$ cat src/design/isort_pkg.sv
// Shared types and constants for the insertion sorter.
// No dependencies; imported by the sorter cell and the top level.
`timescale 1ns / 1ps

package isort_pkg;

   localparam int VALUE_BITS    = 32;
   localparam int MAX_ITEMS_DEF = 64;

   typedef struct packed {
      logic signed [VALUE_BITS-1:0] value;
      logic                         last;
   } req_type;

   typedef struct packed {
      logic signed [VALUE_BITS-1:0] sorted_value;
      logic                         final_res;
      logic                         overflow;
   } rsp_type;

   // Broadcast control from the top level to every cell.
   typedef struct packed {
      logic insert;   // place the broadcast value into the chain
      logic shift;    // move every entry one cell toward the output
   } cell_ctrl_type;

endpackage

$ cat src/design/isort_cell.sv
// One compare-and-shift cell of the sorting chain.
// Depends on isort_pkg for the value width and the control struct.
`timescale 1ns / 1ps

module isort_cell
   import isort_pkg::*;
(
   input  logic                         clock,
   input  logic                         reset,
   input  cell_ctrl_type                ctrl,
   input  logic signed [VALUE_BITS-1:0] new_value,
   input  logic signed [VALUE_BITS-1:0] left_value,
   input  logic                         left_valid,
   input  logic                         left_ins,
   input  logic signed [VALUE_BITS-1:0] right_value,
   input  logic                         right_valid,
   output logic signed [VALUE_BITS-1:0] value,
   output logic                         valid,
   output logic                         ins
);

   logic signed [VALUE_BITS-1:0] value_ff, value_in;
   logic                         valid_ff, valid_in;

   // New value belongs at or before this cell when the cell is empty
   // or holds a value that is not smaller.
   assign ins = !valid_ff || !(value_ff < new_value);

   always_comb begin
      value_in = value_ff;
      valid_in = valid_ff;
      if (ctrl.shift) begin
         value_in = right_value;
         valid_in = right_valid;
      end else if (ctrl.insert && ins) begin
         if (left_ins) begin
            value_in = left_value;
            valid_in = left_valid;
         end else begin
            value_in = new_value;
            valid_in = 1'b1;
         end
      end
   end

   always_ff @(posedge clock) begin
      value_ff <= value_in;
      if (reset) begin
         valid_ff <= 1'b0;
      end else begin
         valid_ff <= valid_in;
      end
   end

   assign value = value_ff;
   assign valid = valid_ff;

endmodule

$ cat config.mk
export PLATFORM = sky130hd
export DESIGN_NAME = isort_cell
export DESIGN_NICKNAME = d
export VERILOG_FILES = /design/src/design/isort_pkg.sv /design/src/design/isort_cell.sv
export SDC_FILE = /design/constraint.sdc
export NUM_CORES = 1
export LEC_CHECK = 0
export ABC_AREA = 1
export BUFFER_PORTS_ARGS = -buffer_cell sky130_fd_sc_hd__buf_2
export CAP_MARGIN = 20
export CORE_MARGIN = 2
export CORE_UTILIZATION = 39
export CTS_BUF_LIST = sky130_fd_sc_hd__clkbuf_8
export CTS_CLUSTER_DIAMETER = 60
export DETAILED_ROUTE_END_ITERATION = 8
export PLACE_DENSITY_LB_ADDON = 0.05
export SLEW_MARGIN = 20
export SYNTH_ARGS = -nofsm -noshare
export SYNTH_HDL_FRONTEND = slang
export SYNTH_SLANG_ARGS = --single-unit
$ cat constraint.sdc
create_clock -name clock -period 2.65 [get_ports clock]
set_clock_uncertainty 0.1 [all_clocks]
set_input_delay 0.3975 -clock clock [delete_from_list [all_inputs] [get_ports clock]]
set_output_delay 0.3975 -clock clock [all_outputs]
set_load 0.1 [all_outputs]
==> results of run 1 <==
-- cell usage after synthesis (all sizes together) --
cell     n
ha      31
edfxtp  32
nand4    1
nor3     2
o21a    29
o31ai    1
nand2   65
o211ai  29
dfxtp    1
inv     43
nand3    5
clkbuf  14
o21ai    4
a21oi   22
nor2    15
-- layout by cell type, fill, tap and decap left out --
| cell | count |
|---|---|
| buf_2 | 135 |
| nand2_1 | 62 |
| inv_1 | 45 |
| edfxtp_1 | 32 |
| o211ai_1 | 29 |
| o21a_1 | 29 |
| ha_1 | 28 |
| a21oi_1 | 16 |
| nor2_1 | 13 |
| a21oi_2 | 6 |
| clkbuf_8 | 5 |
| nand3_1 | 4 |
| o21ai_0 | 3 |
| ha_4 | 3 |
| nor2_2 | 2 |
| buf_12 | 2 |
| nor3_2 | 1 |
| nor3_1 | 1 |
| nand4_1 | 1 |
| o21ai_1 | 1 |
| nand2_2 | 1 |
| nand3_4 | 1 |
| nand2_4 | 1 |
| inv_2 | 1 |
| nand2_8 | 1 |
| o31ai_1 | 1 |
| buf_4 | 1 |
| dfxtp_1 | 1 |
-- layout make-up --
type	count	area, um2	area share
clock inverter	3	11.3	0.00326
timing repair buffer	138	723	0.209
multi-input combinational	204	1410	0.409
clock buffer	5	68.8	0.0199
inverter	43	161	0.0467
sequential	33	981	0.284
tap	77	96.3	0.0279
-- logic make-up after synthesis --
logic type               Yosys count  share of synthesized area
AO/OA/AOI/OAI                     85                      0.232
AND/OR/NAND/NOR                   88                      0.142
buffers and inverters             57                     0.0880
flip-flops                        33                      0.385
adder cells (fa/ha/maj)           31                      0.152
-- worst reg2reg max path: cells and delay by family, from the launching register on --
family                     cells  cell delay (ps)
AOI/OAI and AO/OA              3              380
adders and majority gates      1              330
DFF                            1              410
and+or+nand+nor                6              690
-- metrics by stage --
stage	util	TNS, ps	power, mW
6_report	0.544	0	1.87
5_1_grt	0.544	0	1.99
4_1_cts	0.543	0	1.89
3_5_place_dp	0.531	0	1.54
3_3_place_gp	0.531	0	1.53
2_1_floorplan	-	-9920	1.34
-- metal layers --
layer	vias to the layer above	part of all wire	GRT usage
met2	80	0.48	0.306
met4	0	0.0072	0.0433
li1	1277	-	-
met1	1045	0.44	0.207
met5	-	0	0
met3	5	0.076	0.0531
-- how the worst max path moves through the flow --
stage | slack [ps] | endpoint | from
floorplan | -300 | value[0] | value[17]
global placement | 290 | value[6] | new_value[5]
detailed placement | 240 | value[14] | new_value[5]
CTS | 140 | ins | value[25]
global route | 1 | ins | value[19]
finish | 180 | ins | value[19]
-- timing repair --
item                                    CTS  global route
hold buffers                              0             0
resized for setup                         0             1
endpoints found under the setup margin    0             1
setup buffers                             0             0
-- state kept, by name, summed over array words and instances, names as in the netlist --
register  cells
value        32
valid         1
-- report_power, final --
part | internal (mW) | total, mW | switching (mW)
Clock | 0.175 | 0.346 | 0.171
Combinational | 0.227 | 0.847 | 0.620
Sequential | 0.642 | 0.674 | 0.0322
==> impl_metrics.env, run 1 <==
export IMPL_status="finished clean"
export IMPL_vias=2407
export IMPL_slowest_stage="edfxtp_1"
export IMPL_setup_violations_final=0
export IMPL_antenna_found_initial=0
export IMPL_min_delay_path_depth=2
export IMPL_hold_start="right_value[19]"
export IMPL_drive_above_1_share=0.376
export IMPL_cp_start_kind="flip-flop"
export IMPL_drc_errors=0
export IMPL_ys_ff_latch=33
export IMPL_die_area_um2=7190
export IMPL_final_area_um2=3450
export IMPL_fillCellCount=634
export IMPL_io_pins=137
export IMPL_viasPerCell=4.79
export IMPL_pre_cts_ws_ps=240
export IMPL_htree_levels=2
export IMPL_relSlewSlack=0.582
export IMPL_syn_inst=294
export IMPL_fmax_ghz=0.405
export IMPL_grt_pass1_vias=2308
export IMPL_rsz0062_at_grt="no"
export IMPL_crit_family="flip-flops"
export IMPL_r2r_start="value[19]"
export IMPL_place_port_buffers=136
export IMPL_numCtsBuffers=5
export IMPL_ff2ff_setup_slack_ps=410
export IMPL_end_kind="primary output"
export IMPL_grt_ovfl_total=0
export IMPL_dp_cells=495
export IMPL_ir_worst_vdd_v=0.000294
export IMPL_nNetsFinal=559
export IMPL_max_cap_viol_count=0
export IMPL_worst_path_max_fanout=2
export IMPL_syn_to_final_growth_pct=35.6
export IMPL_gp_congestion=0.755
export IMPL_antenna_left=0
export IMPL_slowest_delay_ps=410
export IMPL_routed_wirelength_mm=6.22
export IMPL_synth_top_cell_area_share=0.377
export IMPL_yosysWarningCount=0
export IMPL_wl_per_cell_um=12.4
export IMPL_synth_nets=428
export IMPL_crit_chain="ha_1 -> a21oi_1 -> o21ai_1 -> nand2_1 -> nand3_1 -> a21oi_2 -> nand3_1 -> nand3_4 -> buf_12"
export IMPL_path_clk_slew_ps=70
export IMPL_core_um2=6350
export IMPL_p_per_area_nw_per_um2=541
export IMPL_drt_iter0_drc=31
export IMPL_dr_pass1_iters=6
export IMPL_cts_sinks=33
export IMPL_hold_end="value[19]"
export IMPL_crit_required_ps=2150
export IMPL_place_area_um2=3370
export IMPL_worst_slew_pin_slew_ps=626
export IMPL_crit_arrival_ps=1970
export IMPL_clkLatencyLatePin_ps=280
export IMPL_final_period_utilization=0.932
export IMPL_r2r_end="value[5]"
export IMPL_grt_max_degree=35
export IMPL_diodes=0
export IMPL_crit_top_cell="nand3_1"
export IMPL_grt_pass1_wl_mm=10.0
export IMPL_synth_cell_types=23
export IMPL_cp_depth=9
export IMPL_syn_avg_cell_area_um2=8.66
export IMPL_ys_top_cells_by_area="edfxtp_1 (38%), ha_1 (15%), nand2_1 (9.3%)"
export IMPL_synth_top_area_cell="edfxtp_1"
export IMPL_criticalPathCategory="flip-flop to primary output"
export IMPL_min_period_ps=2470
export IMPL_hpwl_mm=4.94
export IMPL_cts_max_path_buffers=2
export IMPL_cts_tree="done"
export IMPL_die_y_um=84.8
export IMPL_grt_use_total=0.174
export IMPL_start_util=0.401
export IMPL_whs_ps=290
export IMPL_p_leak_nw=1.73
export IMPL_instances_no_fill=503
export IMPL_syn_area_um2=2550
export IMPL_finalWorstSetupSlack_ps=181
export IMPL_crit_buf_inv=1
export IMPL_hold_violations=0
export IMPL_rows=29
export IMPL_worst_hold_path_type="input pin to flip-flop"
export IMPL_synth_seq_area_share=0.385
export IMPL_cts_root_buffer="clkbuf_8"
export IMPL_ff2ff_path_depth=10
export IMPL_die_w_um=84.8
export IMPL_maxSlewViolCount=0
No activity file was read; power rests on OpenSTA's default activity.
==> inputs of run 2 (changes only) <==
--- a/config.mk
+++ b/config.mk
@@ -14,6 +14,7 @@
 export CTS_CLUSTER_DIAMETER = 60
 export DETAILED_ROUTE_END_ITERATION = 8
 export PLACE_DENSITY_LB_ADDON = 0.05
+export REMOVE_ABC_BUFFERS = 1
 export SLEW_MARGIN = 20
 export SYNTH_ARGS = -nofsm -noshare
 export SYNTH_HDL_FRONTEND = slang
==> impl_metrics.env, run 2 (synthesis results as in run 1) <==
export IMPL_syn_to_final_growth_pct=35.2
export IMPL_io_pins=137
export IMPL_htree_levels=2
export IMPL_dr_wl_met3_um=390
export IMPL_drc_errors=0
export IMPL_final_period_utilization=0.940
export IMPL_crit_required_ps=2150
export IMPL_max_cap_viol_count=0
export IMPL_grt_pass1_vias=2363
export IMPL_antenna_found_initial=0
export IMPL_crit_family="compound AO/OA/AOI/OAI gates"
export IMPL_cts_max_path_buffers=2
export IMPL_ctsHoldBuffers=0
export IMPL_place_port_buffers=136
export IMPL_ir_worst_vdd_v=0.000332
export IMPL_core_um2=6350
export IMPL_grt_use_total=0.180
export IMPL_cts_tree="done"
export IMPL_viasPerCell=4.78
export IMPL_largest_reg_flops=32
export IMPL_vias=2413
export IMPL_cts_root_buffer="clkbuf_8"
export IMPL_final_cell_mix="buf_2 (135), nand2_1 (63), inv_1 (42), edfxtp_1 (32), ha_1 (31)"
export IMPL_p_leak_nw=1.74
export IMPL_worst_slew_pin_slew_ps=633
export IMPL_end_kind="primary output"
export IMPL_cts_sinks=33
export IMPL_final_area_um2=3440
export IMPL_setup_violations_final=0
export IMPL_cp_start_kind="flip-flop"
export IMPL_wl_per_cell_um=12.4
export IMPL_slowest_stage="edfxtp_1"
export IMPL_crit_top_cell="nand2_1"
export IMPL_crit_buf_inv=1
export IMPL_finalWorstSetupSlack_ps=158
export IMPL_final_common_cell="buf_2"
export IMPL_place_area_um2=3330
export IMPL_clkLatencyLatePin_ps=280
export IMPL_routed_top_layer="met4"
export IMPL_maxSlewViolCount=0
export IMPL_start_util=0.401
export IMPL_criticalPathCategory="flip-flop to primary output"
export IMPL_wl_met1_mm=2.58
export IMPL_grt_pass1_wl_mm=10.3
export IMPL_rsz0062_at_grt="no"
export IMPL_gp_congestion=0.799
export IMPL_status="finished clean"
export IMPL_slowest_delay_ps=410
export IMPL_die_area_um2=7190
export IMPL_routed_wirelength_mm=6.26
export IMPL_worst_hold_path_type="input pin to flip-flop"
export IMPL_dr_pass1_iters=4
export IMPL_rows=29
export IMPL_grt_max_degree=38
export IMPL_crit_arrival_ps=1990
export IMPL_fmax_ghz=0.401
export IMPL_crit_chain="ha_1 -> a21oi_1 -> o21ai_0 -> a21oi_2 -> nand2_1 -> nand2_1 -> nand2_1 -> nand2_1 -> nand3_2 -> buf_12"
export IMPL_hpwl_mm=5.10
export IMPL_p_per_area_nw_per_um2=561
export IMPL_worst_path_max_fanout=2
export IMPL_path_clk_slew_ps=70
export IMPL_hold_violations=0
export IMPL_pre_cts_ws_ps=285
export IMPL_relSlewSlack=0.578
export IMPL_drt_iter0_drc=106
export IMPL_fin_tns_setup_ps=0
export IMPL_grt_ovfl_total=0
export IMPL_min_period_ps=2490
export IMPL_diodes=0
export IMPL_numCtsBuffers=5
export IMPL_nNetsFinal=561
export IMPL_die_w_um=84.8
export IMPL_wl_met2_mm=3.15
export IMPL_die_y_um=84.8
export IMPL_antenna_left=0
export IMPL_drive_above_1_share=0.379
export IMPL_post_cts_buffers=0
==> run 2: cell types whose count changed in the layout (fill, tap and decap cells not counted), sizes merged <==
cell / previous run / this run
buf: 138 / 140
inv: 46 / 43
clkinv: 0 / 1
clkbuf: 5 / 7
==> run 2: per-layer routing <==
metal  vias up  global-route usage
li1       1284                   -
met1      1036               0.208
met2        80               0.319
met3        13              0.0383
met4         0              0.0765
met5         -                   0
==> run 2: final timing paths <==
check	start	endpoint	slack (ps)	cells past startpoint
worst max-delay path	value[15]	ins	160	10
worst min register to register	valid	valid	500	2
worst min-delay path	reset	valid	260	4
worst max register to register	value[15]	value[4]	410	11
==> run 2: cell type report <==
cell class	instances	area, um2
flip-flops and latches	33	981
fillers	649	2910
multi-input cells	204	1350
well taps	77	96.3
inverters	43	161
clock inverters	1	5.00
clock buffers	7	96.3
repair buffers	140	751
==> run 2: what timing repair did <==
action                     CTS  global route
setup endpoints to repair    0             1
hold endpoints to repair     0             0
resized for setup            0             2
==> run 2: stage by stage <==
stage	hold slack, ps	std cells	utilization	power [mW]
finish	260	505	0.542	1.93
floorplan	461	280	-	1.30
CTS	250	505	0.540	1.95
global route	275	505	0.542	2.04
global placement	485	497	0.525	1.52
detailed placement	497	497	0.525	1.53
==> run 2: where the power goes <==
group	switching, mW	total (mW)	internal [mW]
Combinational	0.617	0.840	0.223
Sequential	0.0306	0.672	0.641
Clock	0.184	0.419	0.235
==> run 2: tightest hold or removal path: stages <==
cell     delay, ps
buf_2           70
inv_1           30
o31ai_1         70
a21oi_2         30
==> inputs of run 3 (changes only) <==
--- a/config.mk
+++ b/config.mk
@@ -13,7 +13,8 @@
 export CTS_BUF_LIST = sky130_fd_sc_hd__clkbuf_8
 export CTS_CLUSTER_DIAMETER = 60
 export DETAILED_ROUTE_END_ITERATION = 8
-export PLACE_DENSITY_LB_ADDON = 0.05
+export GPL_TIMING_DRIVEN = 0
+export PLACE_DENSITY = 0.69
 export REMOVE_ABC_BUFFERS = 1
 export SLEW_MARGIN = 20
 export SYNTH_ARGS = -nofsm -noshare
==> impl_metrics.env, run 3 (synthesis results as in run 1) <==
export IMPL_criticalPathCategory="flip-flop to primary output"
export IMPL_drt_iter0_drc=65
export IMPL_drc_errors=0
export IMPL_io_pins=137
export IMPL_core_um2=6350
export IMPL_final_cell_mix="buf_2 (135), nand2_1 (62), inv_1 (42), edfxtp_1 (32)"
export IMPL_antenna_found_initial=0
export IMPL_ctsHoldBuffers=0
export IMPL_hpwl_mm=4.74
export IMPL_viasPerCell=4.92
export IMPL_worst_path_max_fanout=2
export IMPL_cp_start_kind="flip-flop"
export IMPL_numCtsBuffers=5
export IMPL_cts_sinks=33
export IMPL_gp_congestion=0.763
export IMPL_antenna_left=0
export IMPL_drive_above_1_share=0.380
export IMPL_slowest_stage="edfxtp_1"
export IMPL_fmax_ghz=0.406
export IMPL_grt_pass1_vias=2462
export IMPL_path_clk_slew_ps=70
export IMPL_crit_chain="ha_1 -> a21oi_1 -> o21ai_1 -> nand2_1 -> nand3_1 -> a21oi_2 -> nand2_1 -> nand2_1 -> nand3_2 -> buf_12"
export IMPL_die_w_um=84.8
export IMPL_crit_required_ps=2150
export IMPL_fillCellCount=618
export IMPL_grt_ovfl_total=0
export IMPL_maxSlewViolCount=0
export IMPL_min_period_ps=2460
export IMPL_rows=29
export IMPL_whs_ps=268
export IMPL_final_period_utilization=0.930
export IMPL_start_util=0.401
export IMPL_hold_violations=0
export IMPL_die_area_um2=7190
export IMPL_worst_hold_path_type="input pin to flip-flop"
export IMPL_fin_tns_setup_ps=0
export IMPL_setup_violations_final=0
export IMPL_vias=2474
export IMPL_syn_to_final_growth_pct=34.7
export IMPL_cts_max_path_buffers=2
export IMPL_htree_levels=2
export IMPL_p_leak_nw=1.72
export IMPL_p_per_area_nw_per_um2=549
export IMPL_crit_top_cell="nand2_1"
export IMPL_place_port_buffers=136
export IMPL_routed_wirelength_mm=6.31
export IMPL_dr_pass1_iters=4
export IMPL_status="finished clean"
export IMPL_relSlewSlack=0.302
export IMPL_rsz0062_at_grt="no"
export IMPL_nNetsFinal=559
export IMPL_grt_use_total=0.178
export IMPL_wl_per_cell_um=12.5
export IMPL_grt_max_degree=63
export IMPL_die_y_um=84.8
export IMPL_worst_slew_pin_slew_ps=1050
export IMPL_grt_pass1_wl_mm=10.6
export IMPL_diodes=0
export IMPL_cts_root_buffer="clkbuf_8"
export IMPL_final_common_cell="buf_2"
export IMPL_crit_arrival_ps=1970
export IMPL_p_total_mw=1.88
export IMPL_ir_worst_vdd_v=0.000293
export IMPL_clkLatencyLatePin_ps=280
export IMPL_largest_reg_flops=32
export IMPL_slowest_delay_ps=400
export IMPL_end_kind="primary output"
export IMPL_cts_tree="done"
export IMPL_max_cap_viol_count=0
## run 3: cell count changes in the layout (fill, tap and decap cells not counted), sizes merged
| cell | delta |
|---|---|
| buf | -2 |
| clkbuf | -2 |
| clkinv | +2 |
## run 3: final cells by class
type                    count  area (um2)  share of cell area
clock buffers               5        68.8              0.0201
clock inverters             3        12.5             0.00365
inverters                  43         161              0.0471
multi-input cells         204        1390               0.404
flip-flops and latches     33         981               0.286
well taps                  77        96.3              0.0281
repair buffers            138         723               0.211
## run 3: critical path, delay by kind of cell, from the launching register on
family | cells | cell delay (ps)
fa+ha+maj | 1 | 320
compound gates | 3 | 390
flops | 1 | 400
buf+inv | 1 | 190
simple gates | 5 | 380
## run 3: power breakdown
part / leakage (nW) / internal [mW] / switching [mW]
Sequential: 0.328 / 0.641 / 0.0304
Combinational: 1.35 / 0.224 / 0.618
Clock: 0.0430 / 0.177 / 0.193
## run 3: final timing paths
kind                  start        end  slack [ps]  depth (start not counted)
hold reg to reg       valid      valid         510                          2
hold / removal        reset      valid         270                          4
setup / recovery  value[19]        ins         190                         10
setup reg to reg  value[19]  value[18]         270                         10
## run 3: stage by stage
| stage | utilization | std cells | instance area (um2) | worst slack (ps) |
|---|---|---|---|---|
| after floorplan | - | 280 | 2480 | -759 |
| after global placement | 0.513 | 493 | 3260 | -116 |
| after detailed placement | 0.513 | 493 | 3260 | -145 |
| after CTS | 0.527 | 501 | 3350 | 27.9 |
| after global routing | 0.540 | 503 | 3430 | 14.5 |
| final | 0.540 | 503 | 3430 | 186 |
## run 3: what timing repair did
action                                  4_1_cts  5_1_grt
buffers inserted                              0        1
pin swaps                                     0        1
gates resized for setup                       2        9
endpoints found under the setup margin       33       33
## run 3: layer usage
layer | global-route usage | up-vias | routed length, um | share of wire
met2 | 0.311 | 86 | 3010 | 0.48
met5 | 0 | - | 0 | 0
met4 | 0.0447 | 0 | 78 | 0.012
met3 | 0.0364 | 9 | 416 | 0.066
met1 | 0.223 | 1103 | 2800 | 0.44
li1 | - | 1276 | - | -
